### src/design/frpp_pkg.sv
// ----------------------------------------------------------------------------
// frpp_pkg
// Shared types, constants and boundary functions for the flash region page
// pointer ring.
// ----------------------------------------------------------------------------
package frpp_pkg;

  localparam int BLK_W      = 10;  // block number width
  localparam int END_W      = 11;  // region end register width
  localparam int CFG_DATA_W = 32;
  localparam int CFG_ADDR_W = 4;
  localparam int OP_W       = 2;
  localparam int SEL_W      = 2;   // region select field width
  localparam int IN_TDATA_W = 8;

  localparam int PAGES_PER_BLOCK_DEF = 64;
  localparam int REGIONS_DEF         = 3;

  localparam logic [END_W-1:0] REGION0_END_RST = END_W'(341);
  localparam logic [END_W-1:0] REGION1_END_RST = END_W'(682);
  localparam logic [END_W-1:0] REGION2_END_RST = END_W'(1024);

  // Register indexes on the configuration port.
  localparam logic [1:0] REG_REGION0_END = 2'd0;
  localparam logic [1:0] REG_REGION1_END = 2'd1;
  localparam logic [1:0] REG_REGION2_END = 2'd2;

  typedef enum logic [OP_W-1:0] {
    OP_ADV_WRITE = 2'd0,
    OP_ADV_READ  = 2'd1,
    OP_QUERY     = 2'd2,
    OP_RESET_ALL = 2'd3
  } op_t;

  typedef struct packed {
    logic [END_W-1:0] region0_end;
    logic [END_W-1:0] region1_end;
    logic [END_W-1:0] region2_end;
  } cfg_t;

  // Region 0 starts at block 0; each later region starts where the one
  // before it ends. Regions past the third share the third one's bounds.
  function automatic logic [BLK_W-1:0] region_start(input int r, input cfg_t c);
    logic [BLK_W-1:0] s;
    if (r == 0) begin
      s = '0;
    end else if (r == 1) begin
      s = c.region0_end[BLK_W-1:0];
    end else begin
      s = c.region1_end[BLK_W-1:0];
    end
    return s;
  endfunction

  function automatic logic [END_W-1:0] region_end(input int r, input cfg_t c);
    logic [END_W-1:0] e;
    if (r == 0) begin
      e = c.region0_end;
    end else if (r == 1) begin
      e = c.region1_end;
    end else begin
      e = c.region2_end;
    end
    return e;
  endfunction

  function automatic cfg_t cfg_reset_value();
    cfg_t c;
    c.region0_end = REGION0_END_RST;
    c.region1_end = REGION1_END_RST;
    c.region2_end = REGION2_END_RST;
    return c;
  endfunction

endpackage

### src/design/frpp_cfg.sv
// ----------------------------------------------------------------------------
// frpp_cfg
// APB-style register file holding the three region end blocks.
// ----------------------------------------------------------------------------
module frpp_cfg (
  input  logic                             clk,
  input  logic                             rst_n,
  input  logic                             cfg_psel,
  input  logic                             cfg_penable,
  input  logic                             cfg_pwrite,
  input  logic [frpp_pkg::CFG_ADDR_W-1:0]  cfg_paddr,
  input  logic [frpp_pkg::CFG_DATA_W-1:0]  cfg_pwdata,
  output logic [frpp_pkg::CFG_DATA_W-1:0]  cfg_prdata,
  output logic                             cfg_pready,
  output frpp_pkg::cfg_t                   cfg_o
);

  frpp_pkg::cfg_t   cfg_r;
  logic [1:0]       reg_idx;
  logic             wr_en;
  logic [frpp_pkg::END_W-1:0] wdata;
  logic [frpp_pkg::END_W-1:0] rdata;

  assign reg_idx    = cfg_paddr[frpp_pkg::CFG_ADDR_W-1:2];
  assign cfg_pready = 1'b1;
  assign wr_en      = cfg_psel && cfg_penable && cfg_pwrite && cfg_pready;
  assign wdata      = cfg_pwdata[frpp_pkg::END_W-1:0];

  always_ff @(posedge clk) begin
    if (!rst_n) begin
      cfg_r <= frpp_pkg::cfg_reset_value();
    end else if (wr_en) begin
      unique case (reg_idx)
        frpp_pkg::REG_REGION0_END: cfg_r.region0_end <= wdata;
        frpp_pkg::REG_REGION1_END: cfg_r.region1_end <= wdata;
        frpp_pkg::REG_REGION2_END: cfg_r.region2_end <= wdata;
        default: ;
      endcase
    end
  end

  always_comb begin
    unique case (reg_idx)
      frpp_pkg::REG_REGION0_END: rdata = cfg_r.region0_end;
      frpp_pkg::REG_REGION1_END: rdata = cfg_r.region1_end;
      frpp_pkg::REG_REGION2_END: rdata = cfg_r.region2_end;
      default:                   rdata = '0;
    endcase
  end

  assign cfg_prdata = frpp_pkg::CFG_DATA_W'(rdata);
  assign cfg_o      = cfg_r;

endmodule

### src/design/frpp_ring.sv
// ----------------------------------------------------------------------------
// frpp_ring
// Per-region write and read pointers with the single-step advance logic.
// ----------------------------------------------------------------------------
module frpp_ring #(
  parameter int PAGES_PER_BLOCK = frpp_pkg::PAGES_PER_BLOCK_DEF,
  parameter int REGIONS         = frpp_pkg::REGIONS_DEF,
  localparam int PAGE_W  = $clog2(PAGES_PER_BLOCK),
  localparam int RIDX_W  = (REGIONS > 1) ? $clog2(REGIONS) : 1
) (
  input  logic                         clk,
  input  logic                         rst_n,
  input  logic                         step_en,
  input  frpp_pkg::op_t                op,
  input  logic [frpp_pkg::SEL_W-1:0]   region,
  input  frpp_pkg::cfg_t               cfg,
  output logic [frpp_pkg::BLK_W-1:0]   write_block,
  output logic [PAGE_W-1:0]            write_page,
  output logic [frpp_pkg::BLK_W-1:0]   read_block,
  output logic [PAGE_W-1:0]            read_page,
  output logic                         region_caught_up,
  output logic                         all_caught_up,
  output logic                         erase_request,
  output logic [frpp_pkg::BLK_W-1:0]   erase_block
);

  localparam logic [PAGE_W-1:0] LAST_PAGE = PAGE_W'(PAGES_PER_BLOCK - 1);

  logic [frpp_pkg::BLK_W-1:0] wblk_r [REGIONS];
  logic [PAGE_W-1:0]          wpg_r  [REGIONS];
  logic [frpp_pkg::BLK_W-1:0] rblk_r [REGIONS];
  logic [PAGE_W-1:0]          rpg_r  [REGIONS];
  logic [frpp_pkg::BLK_W-1:0] wblk_nxt [REGIONS];
  logic [PAGE_W-1:0]          wpg_nxt  [REGIONS];
  logic [frpp_pkg::BLK_W-1:0] rblk_nxt [REGIONS];
  logic [PAGE_W-1:0]          rpg_nxt  [REGIONS];

  logic                       sel_ok;
  logic [RIDX_W-1:0]          ridx;
  logic                       w_wrap;
  logic                       r_wrap;
  logic [frpp_pkg::BLK_W-1:0] w_blk_adv;
  logic [frpp_pkg::BLK_W-1:0] r_blk_adv;
  logic [frpp_pkg::BLK_W-1:0] w_blk_cur;
  logic [frpp_pkg::BLK_W-1:0] r_blk_cur;
  logic [PAGE_W-1:0]          w_pg_cur;
  logic [PAGE_W-1:0]          r_pg_cur;
  logic [frpp_pkg::BLK_W-1:0] start_sel;
  logic [frpp_pkg::END_W-1:0] end_sel;
  logic                       do_write;
  logic                       do_read;

  // Next block in the ring: at or past the end it goes back to the start.
  function automatic logic [frpp_pkg::BLK_W-1:0] next_block(
    input logic [frpp_pkg::BLK_W-1:0] blk,
    input logic [frpp_pkg::END_W-1:0] rend,
    input logic [frpp_pkg::BLK_W-1:0] rstart
  );
    logic [frpp_pkg::END_W-1:0] nb;
    nb = frpp_pkg::END_W'(blk) + frpp_pkg::END_W'(1);
    return (nb >= rend) ? rstart : nb[frpp_pkg::BLK_W-1:0];
  endfunction

  assign sel_ok = (int'(region) < REGIONS);
  assign ridx   = RIDX_W'(region);

  always_comb begin
    start_sel = '0;
    end_sel   = '0;
    for (int r = 0; r < REGIONS; r++) begin
      if (ridx == RIDX_W'(r)) begin
        start_sel = frpp_pkg::region_start(r, cfg);
        end_sel   = frpp_pkg::region_end(r, cfg);
      end
    end
  end

  assign w_blk_cur = wblk_r[ridx];
  assign w_pg_cur  = wpg_r[ridx];
  assign r_blk_cur = rblk_r[ridx];
  assign r_pg_cur  = rpg_r[ridx];

  assign w_wrap    = (w_pg_cur >= LAST_PAGE);
  assign r_wrap    = (r_pg_cur >= LAST_PAGE);
  assign w_blk_adv = next_block(w_blk_cur, end_sel, start_sel);
  assign r_blk_adv = next_block(r_blk_cur, end_sel, start_sel);
  assign do_write  = sel_ok && (op == frpp_pkg::OP_ADV_WRITE);
  assign do_read   = sel_ok && (op == frpp_pkg::OP_ADV_READ);

  always_comb begin
    for (int r = 0; r < REGIONS; r++) begin
      wblk_nxt[r] = wblk_r[r];
      wpg_nxt[r]  = wpg_r[r];
      rblk_nxt[r] = rblk_r[r];
      rpg_nxt[r]  = rpg_r[r];
      if (op == frpp_pkg::OP_RESET_ALL) begin
        wblk_nxt[r] = frpp_pkg::region_start(r, cfg);
        wpg_nxt[r]  = '0;
        rblk_nxt[r] = frpp_pkg::region_start(r, cfg);
        rpg_nxt[r]  = '0;
      end else if (ridx == RIDX_W'(r)) begin
        if (do_write) begin
          wblk_nxt[r] = w_wrap ? w_blk_adv : w_blk_cur;
          wpg_nxt[r]  = w_wrap ? '0 : w_pg_cur + PAGE_W'(1);
        end
        if (do_read) begin
          rblk_nxt[r] = r_wrap ? r_blk_adv : r_blk_cur;
          rpg_nxt[r]  = r_wrap ? '0 : r_pg_cur + PAGE_W'(1);
        end
      end
    end
  end

  always_ff @(posedge clk) begin
    if (!rst_n) begin
      for (int r = 0; r < REGIONS; r++) begin
        wblk_r[r] <= frpp_pkg::region_start(r, frpp_pkg::cfg_reset_value());
        wpg_r[r]  <= '0;
        rblk_r[r] <= frpp_pkg::region_start(r, frpp_pkg::cfg_reset_value());
        rpg_r[r]  <= '0;
      end
    end else if (step_en) begin
      for (int r = 0; r < REGIONS; r++) begin
        wblk_r[r] <= wblk_nxt[r];
        wpg_r[r]  <= wpg_nxt[r];
        rblk_r[r] <= rblk_nxt[r];
        rpg_r[r]  <= rpg_nxt[r];
      end
    end
  end

  always_comb begin
    all_caught_up = 1'b1;
    for (int r = 0; r < REGIONS; r++) begin
      if (wblk_nxt[r] != rblk_nxt[r] || wpg_nxt[r] != rpg_nxt[r]) begin
        all_caught_up = 1'b0;
      end
    end
  end

  always_comb begin
    if (sel_ok) begin
      write_block      = wblk_nxt[ridx];
      write_page       = wpg_nxt[ridx];
      read_block       = rblk_nxt[ridx];
      read_page        = rpg_nxt[ridx];
      region_caught_up = (wblk_nxt[ridx] == rblk_nxt[ridx]) &&
                         (wpg_nxt[ridx] == rpg_nxt[ridx]);
    end else begin
      write_block      = '0;
      write_page       = '0;
      read_block       = '0;
      read_page        = '0;
      region_caught_up = 1'b0;
    end
  end

  // Only a write advance that steps past the last page into a new block
  // asks for an erase.
  assign erase_request = do_write && w_wrap;
  assign erase_block   = erase_request ? w_blk_adv : '0;

endmodule

### src/design/flash_region_page_pointer_ring.sv
// ----------------------------------------------------------------------------
// flash_region_page_pointer_ring
// Circular-buffer write and read page pointers for several flash regions.
// ----------------------------------------------------------------------------
// Each request (operation, region) is captured in an input register, stepped
// through the pointer logic once the result register is free and held in a
// result register until the consumer takes it. One request per cycle is
// sustained while out_tready stays high. The result is registered twice:
// the input register loads at the accepting edge, and the result register
// loads after it around a single step of the pointer update. The region
// end registers may be rewritten at any idle time, but pointers pick up new
// region starts on a reset-all request or when they wrap past a region end.
module flash_region_page_pointer_ring #(
  parameter int PAGES_PER_BLOCK = frpp_pkg::PAGES_PER_BLOCK_DEF,
  parameter int REGIONS         = frpp_pkg::REGIONS_DEF,
  localparam int PAGE_W    = $clog2(PAGES_PER_BLOCK),
  localparam int DATA_BITS = 3 * frpp_pkg::BLK_W + 2 * PAGE_W + 3,
  localparam int TDATA_W   = ((DATA_BITS + 7) / 8) * 8,
  localparam int PAD_W     = TDATA_W - DATA_BITS
) (
  input  logic                             clk,
  input  logic                             rst_n,
  // operation [1:0]
  input  logic [frpp_pkg::IN_TDATA_W-1:0]  in_tdata,
  // region [1:0]
  input  logic [frpp_pkg::SEL_W-1:0]       in_tuser,
  input  logic                             in_tvalid,
  output logic                             in_tready,
  // write_block, write_page, read_block, read_page, region_caught_up,
  // all_caught_up, erase_request, erase_block, zero fill
  output logic [TDATA_W-1:0]               out_tdata,
  output logic                             out_tvalid,
  input  logic                             out_tready,
  input  logic                             cfg_psel,
  input  logic                             cfg_penable,
  input  logic                             cfg_pwrite,
  input  logic [frpp_pkg::CFG_ADDR_W-1:0]  cfg_paddr,
  input  logic [frpp_pkg::CFG_DATA_W-1:0]  cfg_pwdata,
  output logic [frpp_pkg::CFG_DATA_W-1:0]  cfg_prdata,
  output logic                             cfg_pready
);

  frpp_pkg::cfg_t              cfg;
  logic                        in_vld_r;
  frpp_pkg::op_t               op_r;
  logic [frpp_pkg::SEL_W-1:0]  region_r;
  logic                        out_vld_r;
  logic [DATA_BITS-1:0]        res_r;
  logic                        load_out;

  logic [frpp_pkg::BLK_W-1:0]  write_block;
  logic [PAGE_W-1:0]           write_page;
  logic [frpp_pkg::BLK_W-1:0]  read_block;
  logic [PAGE_W-1:0]           read_page;
  logic                        region_caught_up;
  logic                        all_caught_up;
  logic                        erase_request;
  logic [frpp_pkg::BLK_W-1:0]  erase_block;

  frpp_cfg u_cfg (
    .clk         (clk),
    .rst_n       (rst_n),
    .cfg_psel    (cfg_psel),
    .cfg_penable (cfg_penable),
    .cfg_pwrite  (cfg_pwrite),
    .cfg_paddr   (cfg_paddr),
    .cfg_pwdata  (cfg_pwdata),
    .cfg_prdata  (cfg_prdata),
    .cfg_pready  (cfg_pready),
    .cfg_o       (cfg)
  );

  // The captured request moves on whenever the result register is free
  // or being emptied in the same cycle.
  assign load_out  = in_vld_r && (!out_vld_r || out_tready);
  assign in_tready = !in_vld_r || load_out;

  always_ff @(posedge clk) begin
    if (!rst_n) begin
      in_vld_r <= 1'b0;
    end else if (in_tvalid && in_tready) begin
      in_vld_r <= 1'b1;
    end else if (load_out) begin
      in_vld_r <= 1'b0;
    end
  end

  always_ff @(posedge clk) begin
    if (in_tvalid && in_tready) begin
      op_r     <= frpp_pkg::op_t'(in_tdata[frpp_pkg::OP_W-1:0]);
      region_r <= in_tuser;
    end
  end

  frpp_ring #(
    .PAGES_PER_BLOCK (PAGES_PER_BLOCK),
    .REGIONS         (REGIONS)
  ) u_ring (
    .clk              (clk),
    .rst_n            (rst_n),
    .step_en          (load_out),
    .op               (op_r),
    .region           (region_r),
    .cfg              (cfg),
    .write_block      (write_block),
    .write_page       (write_page),
    .read_block       (read_block),
    .read_page        (read_page),
    .region_caught_up (region_caught_up),
    .all_caught_up    (all_caught_up),
    .erase_request    (erase_request),
    .erase_block      (erase_block)
  );

  always_ff @(posedge clk) begin
    if (!rst_n) begin
      out_vld_r <= 1'b0;
    end else if (load_out) begin
      out_vld_r <= 1'b1;
    end else if (out_tready) begin
      out_vld_r <= 1'b0;
    end
  end

  always_ff @(posedge clk) begin
    if (load_out) begin
      res_r <= {erase_block, erase_request, all_caught_up, region_caught_up,
                read_page, read_block, write_page, write_block};
    end
  end

  assign out_tvalid = out_vld_r;
  assign out_tdata  = {{PAD_W{1'b0}}, res_r};

endmodule
### config.mk
export PLATFORM = sky130hd
export DESIGN_NAME = flash_region_page_pointer_ring
export DESIGN_NICKNAME = d
export VERILOG_FILES = /design/src/design/frpp_pkg.sv /design/src/design/frpp_cfg.sv /design/src/design/frpp_ring.sv /design/src/design/flash_region_page_pointer_ring.sv
export SDC_FILE = /design/constraint.sdc
export NUM_CORES = 1
export LEC_CHECK = 0
export ABC_AREA = 1
export CAP_MARGIN = 40
export CELL_PAD_IN_SITES_DETAIL_PLACEMENT = 1
export CELL_PAD_IN_SITES_GLOBAL_PLACEMENT = 2
export CORE_ASPECT_RATIO = 2
export CORE_MARGIN = 3
export CORE_UTILIZATION = 36
export CTS_BUF_LIST = sky130_fd_sc_hd__clkbuf_16
export CTS_CLUSTER_SIZE = 40
export DETAILED_ROUTE_END_ITERATION = 16
export DONT_BUFFER_PORTS = 1
export PLACE_DENSITY = 0.77
export SLEW_MARGIN = 40
export SYNTH_ARGS = -nofsm -noshare
export SYNTH_HDL_FRONTEND = slang
export SYNTH_SLANG_ARGS = --single-unit
### constraint.sdc
create_clock -name clk -period 4.1 [get_ports clk]
set_input_delay 0.205 -clock clk [delete_from_list [all_inputs] [get_ports clk]]
set_output_delay 0.205 -clock clk [all_outputs]
set_load 0.01 [all_outputs]
; Word-level counts from Yosys, hierarchy flattened
; Memory sizes are Yosys's and may differ from the RTL's. A register that Yosys moved wholly into a read port is not among the register bits.
; Index checks and enable logic that the tools add are counted.
[totals]
regBits = 84
latch_bits = 0
ramBits = 96
mem_bits_ro = 0
inputBits = 53
out_inout_bits = 83
wordCells = 164
mem_count = 4
[classes]
n_addsub = 4
multipliers = 0
div_mod_pow = 0
n_lt_le_gt_ge = 6
eq_ne = 14
shift = 0
n_mux = 88
bitwise = 13
n_reduce_logical = 24
[memory_table]
columns = name, words, word_bits, read_ports, rd_clocked_by_memory_dff, wr, line
row1 = u_ring.rblk_r, 3, 10, 4, 1, 3, frpp_ring.sv:31  ; logic [frpp_pkg::BLK_W-1:0] rblk_r [REGIONS];
row2 = u_ring.wblk_r, 3, 10, 4, 1, 3, frpp_ring.sv:29  ; logic [frpp_pkg::BLK_W-1:0] wblk_r [REGIONS];
row3 = u_ring.rpg_r, 3, 6, 4, 1, 3, frpp_ring.sv:32  ; logic [PAGE_W-1:0] rpg_r [REGIONS];
row4 = u_ring.wpg_r, 3, 6, 4, 1, 3, frpp_ring.sv:30  ; logic [PAGE_W-1:0] wpg_r [REGIONS];
[ops]
columns = op, count
row1 = $mux 10, 37
row2 = $mux 6, 30
row3 = $bmux 10 s2, 2
row4 = $mux 11, 3
row5 = $pmux 11 s3, 1
row6 = $ne 10x10->1, 3
row7 = $bmux 6 s2, 2
row8 = $add 10x1->11 const B, 2
row9 = $ge 11x11->1, 2
row10 = $ne 6x6->1, 3
row11 = $add 6x1->6 const B, 2
row12 = $ge 6x6->1 const B, 2
row13 = $or 1x1->1, 12
row14 = $eq 10x10->1, 1
row15 = $mux 1, 9
row16 = $logic_and 1x1->1, 8
row17 = $mux 2, 4
row18 = $eq 2x1->1 const B, 3
row19 = $eq 2x2->1 const B, 3
row20 = $eq 6x6->1, 1
row21 = $logic_not 2->1, 3
row22 = $reduce_and 2->1, 3
row23 = $logic_or 1x1->1, 5
row24 = $reduce_bool 2->1, 2
row25 = other kinds (5), 6

; Longest topological paths before layout
; Gate-level depths: netlist of the first run.
[logic_depth]
word_depth = 15
depth_mapped = 37

; Hierarchy
; From an unflattened synthesis of the first run, not the netlist that was laid out.
[unflattened]
hier_cells = 2057
hier_area_um2 = 14024.7
[modules_own_cells]
columns = mod, instances, cells_each, area_per_inst_um2
row1 = frpp_ring, 1, 1728, 10719.0
row2 = frpp_cfg, 1, 263, 1712.9
row3 = flash_region_page_pointer_ring, 1, 66, 1592.8

; Least setup slack after synthesis of the first run
; OpenSTA, ideal clock, no wires.
[synth_path]
path_kind = reg2reg
startpoint = register with a tool-made name
endpoint = register res_r[32], data pin
t_arrival_ps = 3462
required_ps = 3849
setup_slack_ps = 387
stages_incl_launch_ff = 35
period_less_slack_ps = 3713
path_cell_list = dfxtp_1 -> inv_2 -> buf_6 -> buf_8 -> nand2_1 -> nand2_1 -> ha_1 -> nand3_1 -> inv_1 -> nand3_1 -> nand2_1 -> and2_1 -> ha_1 -> nand2_1 -> nor2_1 -> nand2_1 -> inv_1 -> nand2_1 -> nand2_1 -> nor2_1 -> nand3_1 -> nand3_1 -> nand3_1 -> nand2_1 -> nand2_1 -> nand2_1 -> nand2_1 -> nor2_1 -> nand2_1 -> nand2_1 -> inv_1 -> nand2_1 -> nor2_1 -> nand3_1 -> nor2_1
[synth_rtl]
columns = element, line
row1 = "end signal, assigned", flash_region_page_pointer_ring.sv:127  ; res_r <= {erase_block, erase_request, all_caught_up, region_caught_up,
row2 = "end, declared", flash_region_page_pointer_ring.sv:48  ; logic [DATA_BITS-1:0] res_r;

==> flow_metrics.tcl, run 1 <==
set metrics [dict create \
    grt.total_usage 0.334 \
    p_per_area_mw_per_mm2 332 \
    critPathCapture "res_r[33]" \
    htree_levels 4 \
    r2r_end "res_r[33]" \
    synth_compound_area_frac 0.122 \
    placedCellCount 2580 \
    netlist_instances 1960 \
    clk_path_buf_depth 2 \
    worst-slew-pin-transition_ns 0.764 \
    required_ns 4.45 \
    yosysSeqAreaShare 0.381 \
    yosys_warnings 0 \
    dieArea_sq_mm 0.0396 \
    drcViolationCount 0 \
    relSlewSlack 0.489 \
    post-route-period-util 1.02 \
    fin_skew_ns 0.0151 \
    dp_hpwl_mm 51.3 \
    pin_count 136 \
    finalInstanceArea_sq_mm 0.0184 \
    synth_top_family_by_area "simple AND/OR/NAND/NOR gates" \
    drt_iter0_markers 772 \
    critical-path-max-stage-delay_ns 0.41 \
    grt_pass1_wl_mm 96.9 \
    power.share.clock 0.287 \
    tns_ns -0.0863 \
    cts_tree "yes" \
    final_layout_size_suffix_gt1_frac 0.329 \
    grt.overflow.total 0 \
    finalCriticalPeriod_ns 4.19 \
    rsz0062_at_grt "yes" \
    globalplace.congestion 0.964 \
    crit_arrival_ns 4.53 \
    hold_viol_final 0 \
    start_kind "flip-flop" \
    async_flop_share 0 \
    portBuffers 0 \
    firstDrtPassIters 5 \
    synth_mux_area_frac 0 \
    p_switching_mw 2.34 \
    p_leak_nw 8.16 \
    p_int_mw 3.75 \
    clk_pin_slew_worst_paths_ns 0.09 \
    cp-end-kind "flip-flop" \
    critPathKind "reg2reg" \
    netlist_area_sq_mm 0.0134 \
    sw_frac_of_total 0.384 \
    syn2layout_area_growth_pct 37.3 \
    setup_viol 1 \
    r2r_slack_ns -0.09 \
    cts_sinks 182 \
    root_buffer "clkbuf_16" \
    viasPerCell 5.60 \
    synthAdderAreaFrac 0.0243 \
    die-width_um 142 \
    max_freq_mhz 239 \
    fin_cells 2689 \
    comb_power_share 0.359 \
    seqPwrFrac 0.354 \
    die_y_um 278 \
    num_vias 15100 \
    fp.coreArea_sq_mm 0.0365 \
    reg2regPathDepth 30 \
    postRouteWirelength_mm 68.2 \
    setup_ws_ns -0.0863 \
    synthSimpleGateAreaFrac 0.362 \
    grt_start_max_net_pins 62 \
    ys_types 48 \
    cp_max_fo 8 \
    placed_area_sq_mm 0.0154 \
    std_cell_rows 99 \
    clkLatencyLatePin_ns 0.48 \
    diodes 0 \
    antenna_left 0 \
    final_max_slew_viol_count 0 \
    pre_cts_slack_ns -0.741 \
    violations "setup timing" \
    ys.flop_type "edfxtp_1" \
    holdCritPathClass "in2reg" \
    maxCapViolCount 0 \
    ys_ff_latch 182 \
    fin_nets 2301 \
    initial_core_util 0.366 \
    cts_buffers 17 \
    syn_avg_cell_area_sq_um 6.82 \
    grt_pass1_vias 15800 \
    path_common_cell "nand2_2" \
    antenna_found_initial 2 \
    crit_slowest_cell "dfxtp_4" \
    synth-edff-count 145 \
    ir_worst_vdd_v 0.000327 \
    wl_per_cell_um 25.4 \
    synth_xor_area_frac 0.00786 \
    outcome "finished, violations left" \
]
-- worst max-delay path, delay by kind of cell (launching register included) --
kind                     cells  cell delay, ns
AO/OA/AOI/OAI                3            0.58
XOR/XNOR                     1            0.15
adder cells (fa/ha/maj)      1            0.21
buffers and inverters        8            0.92
flip-flops                   1            0.41
AND/OR/NAND/NOR             17            1.77
-- synth_stat cells, drive strengths merged (2+ instances only) --
| master | count | share of area |
|---|---|---|
| a21oi | 114 | 0.044 |
| or2 | 13 | 0.0061 |
| o221ai | 14 | 0.0092 |
| nor2 | 221 | 0.067 |
| inv | 202 | 0.057 |
| o21a | 14 | 0.0079 |
| nand4 | 6 | 0.0028 |
| edfxtp | 145 | 0.33 |
| clkbuf | 46 | 0.013 |
| conb | 2 | 0.00056 |
| ha | 26 | 0.024 |
| a21boi | 4 | 0.0022 |
| xor2 | 8 | 0.0052 |
| o211ai | 15 | 0.0084 |
| xnor2 | 4 | 0.0026 |
| nor3 | 5 | 0.0019 |
| nand3 | 215 | 0.086 |
| and2 | 8 | 0.0037 |
| o22ai | 17 | 0.0080 |
| o21ai | 85 | 0.033 |
| dfxtp | 37 | 0.055 |
| nand2 | 686 | 0.19 |
| a21o | 5 | 0.0028 |
| buf | 60 | 0.031 |
| a31oi | 4 | 0.0052 |
-- sequential cells by signal, indices dropped and copies added (netlist names), named ones only --
signal,cells
u_ring.rblk_r,30
out_tvalid,1
in_vld_r,1
u_cfg.cfg_o,33
u_ring.wpg_r,18
region_r,2
op_r,2
res_r,45
u_ring.rpg_r,18
u_ring.wblk_r,30
-- what timing repair did --
item / 4_1_cts / 5_1_grt
resized for setup: 205 / 254
setup buffers: 28 / 32
pin swaps: 78 / 135
hold endpoints to repair: 40 / 0
hold buffers: 18 / 0
setup endpoints to repair: 21 / 9
-- worst min-delay path by stage --
stage / startpoint / endpoint / cells past startpoint
floorplan: in_tdata[0] / op_r[0] / 0
global placement: rst_n / u_cfg.cfg_o[10] / 1
detailed placement: in_tdata[1] / op_r[1] / 0
CTS: in_tuser[0] / flip-flop / 2
global route: in_tvalid / in_vld_r / 2
finish: in_tvalid / in_vld_r / 2
-- placed cells by master, fill, tap and decap left out, types with 8 or more instances in the layout --
| cell | instances |
|---|---|
| nor2_4 | 28 |
| o21a_1 | 13 |
| nand3_1 | 146 |
| inv_1 | 160 |
| nand3_4 | 21 |
| nand3_2 | 48 |
| o22ai_1 | 17 |
| o211ai_1 | 15 |
| buf_6 | 34 |
| nand2_4 | 33 |
| nor2_2 | 33 |
| conb_1 | 25 |
| buf_4 | 262 |
| o221ai_1 | 13 |
| ha_4 | 15 |
| nor2_1 | 160 |
| o21ai_0 | 58 |
| o21ai_1 | 17 |
| a21oi_1 | 103 |
| buf_12 | 8 |
| or2_2 | 10 |
| dfxtp_1 | 35 |
| dlygate4sd3_1 | 17 |
| ha_1 | 11 |
| clkbuf_16 | 17 |
| xor2_1 | 8 |
| a21oi_2 | 9 |
| inv_2 | 34 |
| nand2_1 | 528 |
| nand2_2 | 124 |
| edfxtp_1 | 145 |
-- per-layer routing --
layer / vias up / global-route usage / share of wire
met4: 4 / 0.302 / 0.12
met5: - / 0 / 0.00038
met3: 275 / 0.0409 / 0.035
li1: 6863 / - / -
met1: 7445 / 0.306 / 0.32
met2: 473 / 0.618 / 0.53
-- final cells by class --
cell class                 count  area [sq um]
fill                        4528         18200
timing repair buffer         326          2750
clock buffer                  17           425
clock inverter                15           158
sequential                   182          5100
inverter                     203           791
tap                          454           568
multi-input combinational   1492          8560
-- cell families (layout without fill, tap and decap cells) --
family | after synthesis | in the layout
AOI/OAI and AO/OA | 274 | 274
xor gates and xnor gates | 12 | 12
adders and majority gates | 26 | 26
buffers and inverters | 309 | 561
DFF | 182 | 182
other | 2 | 25
and+or+nand+nor | 1155 | 1155
-- through the flow --
stage	hold slack, ns	util	power, mW
detailed placement	0.304	0.422	3.84
global route	0.151	0.502	6.31
floorplan	0.304	-	3.09
global placement	0.301	0.422	3.80
CTS	0.0764	0.469	5.81
finish	0.109	0.502	6.09
-- power by group through the flow --
stage	Sequential [mW]	Combinational [mW]	Clock [mW]
after global routing	2.16	2.33	1.82
after CTS	2.16	1.89	1.76
after detailed placement	2.19	1.64	0
final	2.16	2.18	1.75
after global placement	2.19	1.61	0
after floorplan	2.18	0.915	0
Power figures use the tool's default switching activity.
==> run 2, diff against run 1 <==
--- a/config.mk
+++ b/config.mk
@@ -6,10 +6,10 @@
 export NUM_CORES = 1
 export LEC_CHECK = 0
 export ABC_AREA = 1
-export CAP_MARGIN = 40
+export CAP_MARGIN = 15
 export CELL_PAD_IN_SITES_DETAIL_PLACEMENT = 1
 export CELL_PAD_IN_SITES_GLOBAL_PLACEMENT = 2
-export CORE_ASPECT_RATIO = 2
+export CORE_ASPECT_RATIO = 1.1
 export CORE_MARGIN = 3
 export CORE_UTILIZATION = 36
 export CTS_BUF_LIST = sky130_fd_sc_hd__clkbuf_16
==> run 2 against run 1 <==
The flow still finishes with violations (setup timing); critical path depth unchanged; fmax increased by 1.4%; sequential share of layout area increased by 1.3 points; hold slack improved by 0.073 ns; flip-flop and latch count unchanged; final cell count decreased by 0.60%; combinational power decreased by 13%; total power decreased by 5.2%; highest routed layer is now met4.
==> flow_metrics.tcl, run 2 (same netlist as run 1, synthesis figures left out) <==
set metrics [dict create \
    cts_buffers 17 \
    firstDrtPassIters 5 \
    maxCapViolCount 0 \
    cp_max_fo 9 \
    grt_start_max_net_pins 70 \
    wl_met3_mm 2.11 \
    fp.coreArea_sq_mm 0.0364 \
    setup_viol 2 \
    p_per_area_mw_per_mm2 330 \
    holdCritPathClass "in2reg" \
    critical-path-max-stage-delay_ns 0.38 \
    viasPerCell 5.38 \
    portBuffers 0 \
    finalCriticalPeriod_ns 4.13 \
    worst-slew-pin-transition_ns 0.951 \
    layout_commonest_cell "nand2_1" \
    setup_ws_ns -0.0278 \
    path_delay_family "simple AND/OR/NAND/NOR gates" \
    clk_path_buf_depth 2 \
    drcViolationCount 0 \
    die-width_um 190 \
    globalplace.congestion 0.905 \
    fin_nets 2252 \
    pin_count 136 \
    start_kind "flip-flop" \
    htree_levels 4 \
    max_freq_mhz 242 \
    antenna_left 0 \
    post-route-period-util 1.01 \
    grt_pass1_wl_mm 88.5 \
    met1_length_mm 24.0 \
    die_y_um 208 \
    final_max_slew_viol_count 0 \
    wl_met2_mm 31.2 \
    outcome "finished, violations left" \
    diodes 0 \
    crit_arrival_ns 4.37 \
    dp_hpwl_mm 44.4 \
    p_leak_nw 7.82 \
    final_layout_size_suffix_gt1_frac 0.290 \
    highest_layer "met4" \
    path_buf_inv 6 \
    grt_pass1_vias 14800 \
    regMostFlops "res_r" \
    wl_per_cell_um 22.5 \
    root_buffer "clkbuf_16" \
    seq_area_sq_mm 0.00510 \
    largest_reg_flops 45 \
    initial_core_util 0.368 \
    relSlewSlack 0.365 \
    cts_tree "yes" \
    crit_slowest_cell "dfxtp_4" \
    num_vias 14400 \
    clkLatencyLatePin_ns 0.48 \
    drt_iter0_markers 799 \
    cts_sinks 182 \
    violations "setup timing" \
    finalInstanceArea_sq_mm 0.0175 \
    fin_skew_ns 0.0122 \
    power.total_mw 5.77 \
    critPathKind "reg2reg" \
    grt.overflow.total 0 \
    rsz0062_at_grt "yes" \
    hold_viol_final 0 \
    required_ns 4.34 \
    placed_area_sq_mm 0.0152 \
    path_common_cell "nand2_2" \
    antenna_found_initial 0 \
    clk_pin_slew_worst_paths_ns 0.08 \
    final_cell_mix "nand2_1 (546), buf_4 (232), nor2_1 (169)" \
    syn2layout_area_growth_pct 31.0 \
    layout.filler_cells 4625 \
    cp-end-kind "flip-flop" \
    multiInputGateArea_sq_mm 0.00813 \
    postRouteWirelength_mm 60.1 \
    hold_ws_ns 0.182 \
    dieArea_sq_mm 0.0395 \
    ir_worst_vdd_v 0.000334 \
    std_cell_rows 73 \
    grt.total_usage 0.298 \
]
==> run 2: cell types whose count changed in the layout (fill, tap and decap cells not counted), sizes merged <==
cell	change
buf	-51
clkbuf	+4
inv	-6
clkinv	+5
clkinvlp	-2
dlygate4sd3	+1
==> run 2: path summary, 6_finish.rpt <==
check | from | to | slack, ns | depth (start not counted)
worst min-delay path | cfg_penable | u_cfg.cfg_o[24] | 0.18 | 3
worst max register to register | flip-flop | res_r[32] | -0.03 | 30
worst min register to register | u_cfg.cfg_o[6] | u_cfg.cfg_o[6] | 0.49 | 2
worst max-delay path | flip-flop | res_r[32] | -0.03 | 30
==> run 2: area by class of cell <==
type,instances,share of cell area
inverter,203,0.0450
clock inverter,12,0.00507
clock buffer,20,0.0286
timing repair buffer,277,0.130
tap,487,0.0348
sequential,182,0.291
multi-input combinational,1492,0.465
==> run 2: timing repair <==
action | in CTS | in global routing
pin swaps | 37 | 123
hold endpoints to repair | 41 | 0
hold buffers | 19 | 0
gates cloned | 1 | 1
setup buffers | 8 | 21
endpoints found under the setup margin | 24 | 14
gates resized for setup | 111 | 245
==> run 2: where the power goes <==
group	internal [mW]	switching, mW
clock network	0.888	0.829
registers	2.09	0.0604
logic	0.713	1.19
==> run 2: tightest hold or removal path, delay by kind of cell <==
family / cells / cell delay (ns)
AOI/OAI and AO/OA: 1 / 0.18
and+or+nand+nor: 2 / 0.24
==> run 2: per-layer routing <==
metal | vias up | global-route usage
met1 | 7131 | 0.346
li1 | 6781 | -
met4 | 0 | 0.147
met2 | 359 | 0.538
met3 | 109 | 0.0354
met5 | - | 0
==> run 2: metrics by stage <==
step                 util  worst slack [ns]  instances  setup TNS (ns)
floorplan               -             0.387       1983               0
global placement    0.419            -0.382       2591           -1.06
detailed placement  0.419            -0.560       2591           -2.77
CTS                 0.453          0.000520       2651               0
global route        0.482            -0.215       2673          -0.430
finish              0.482           -0.0278       2673         -0.0348
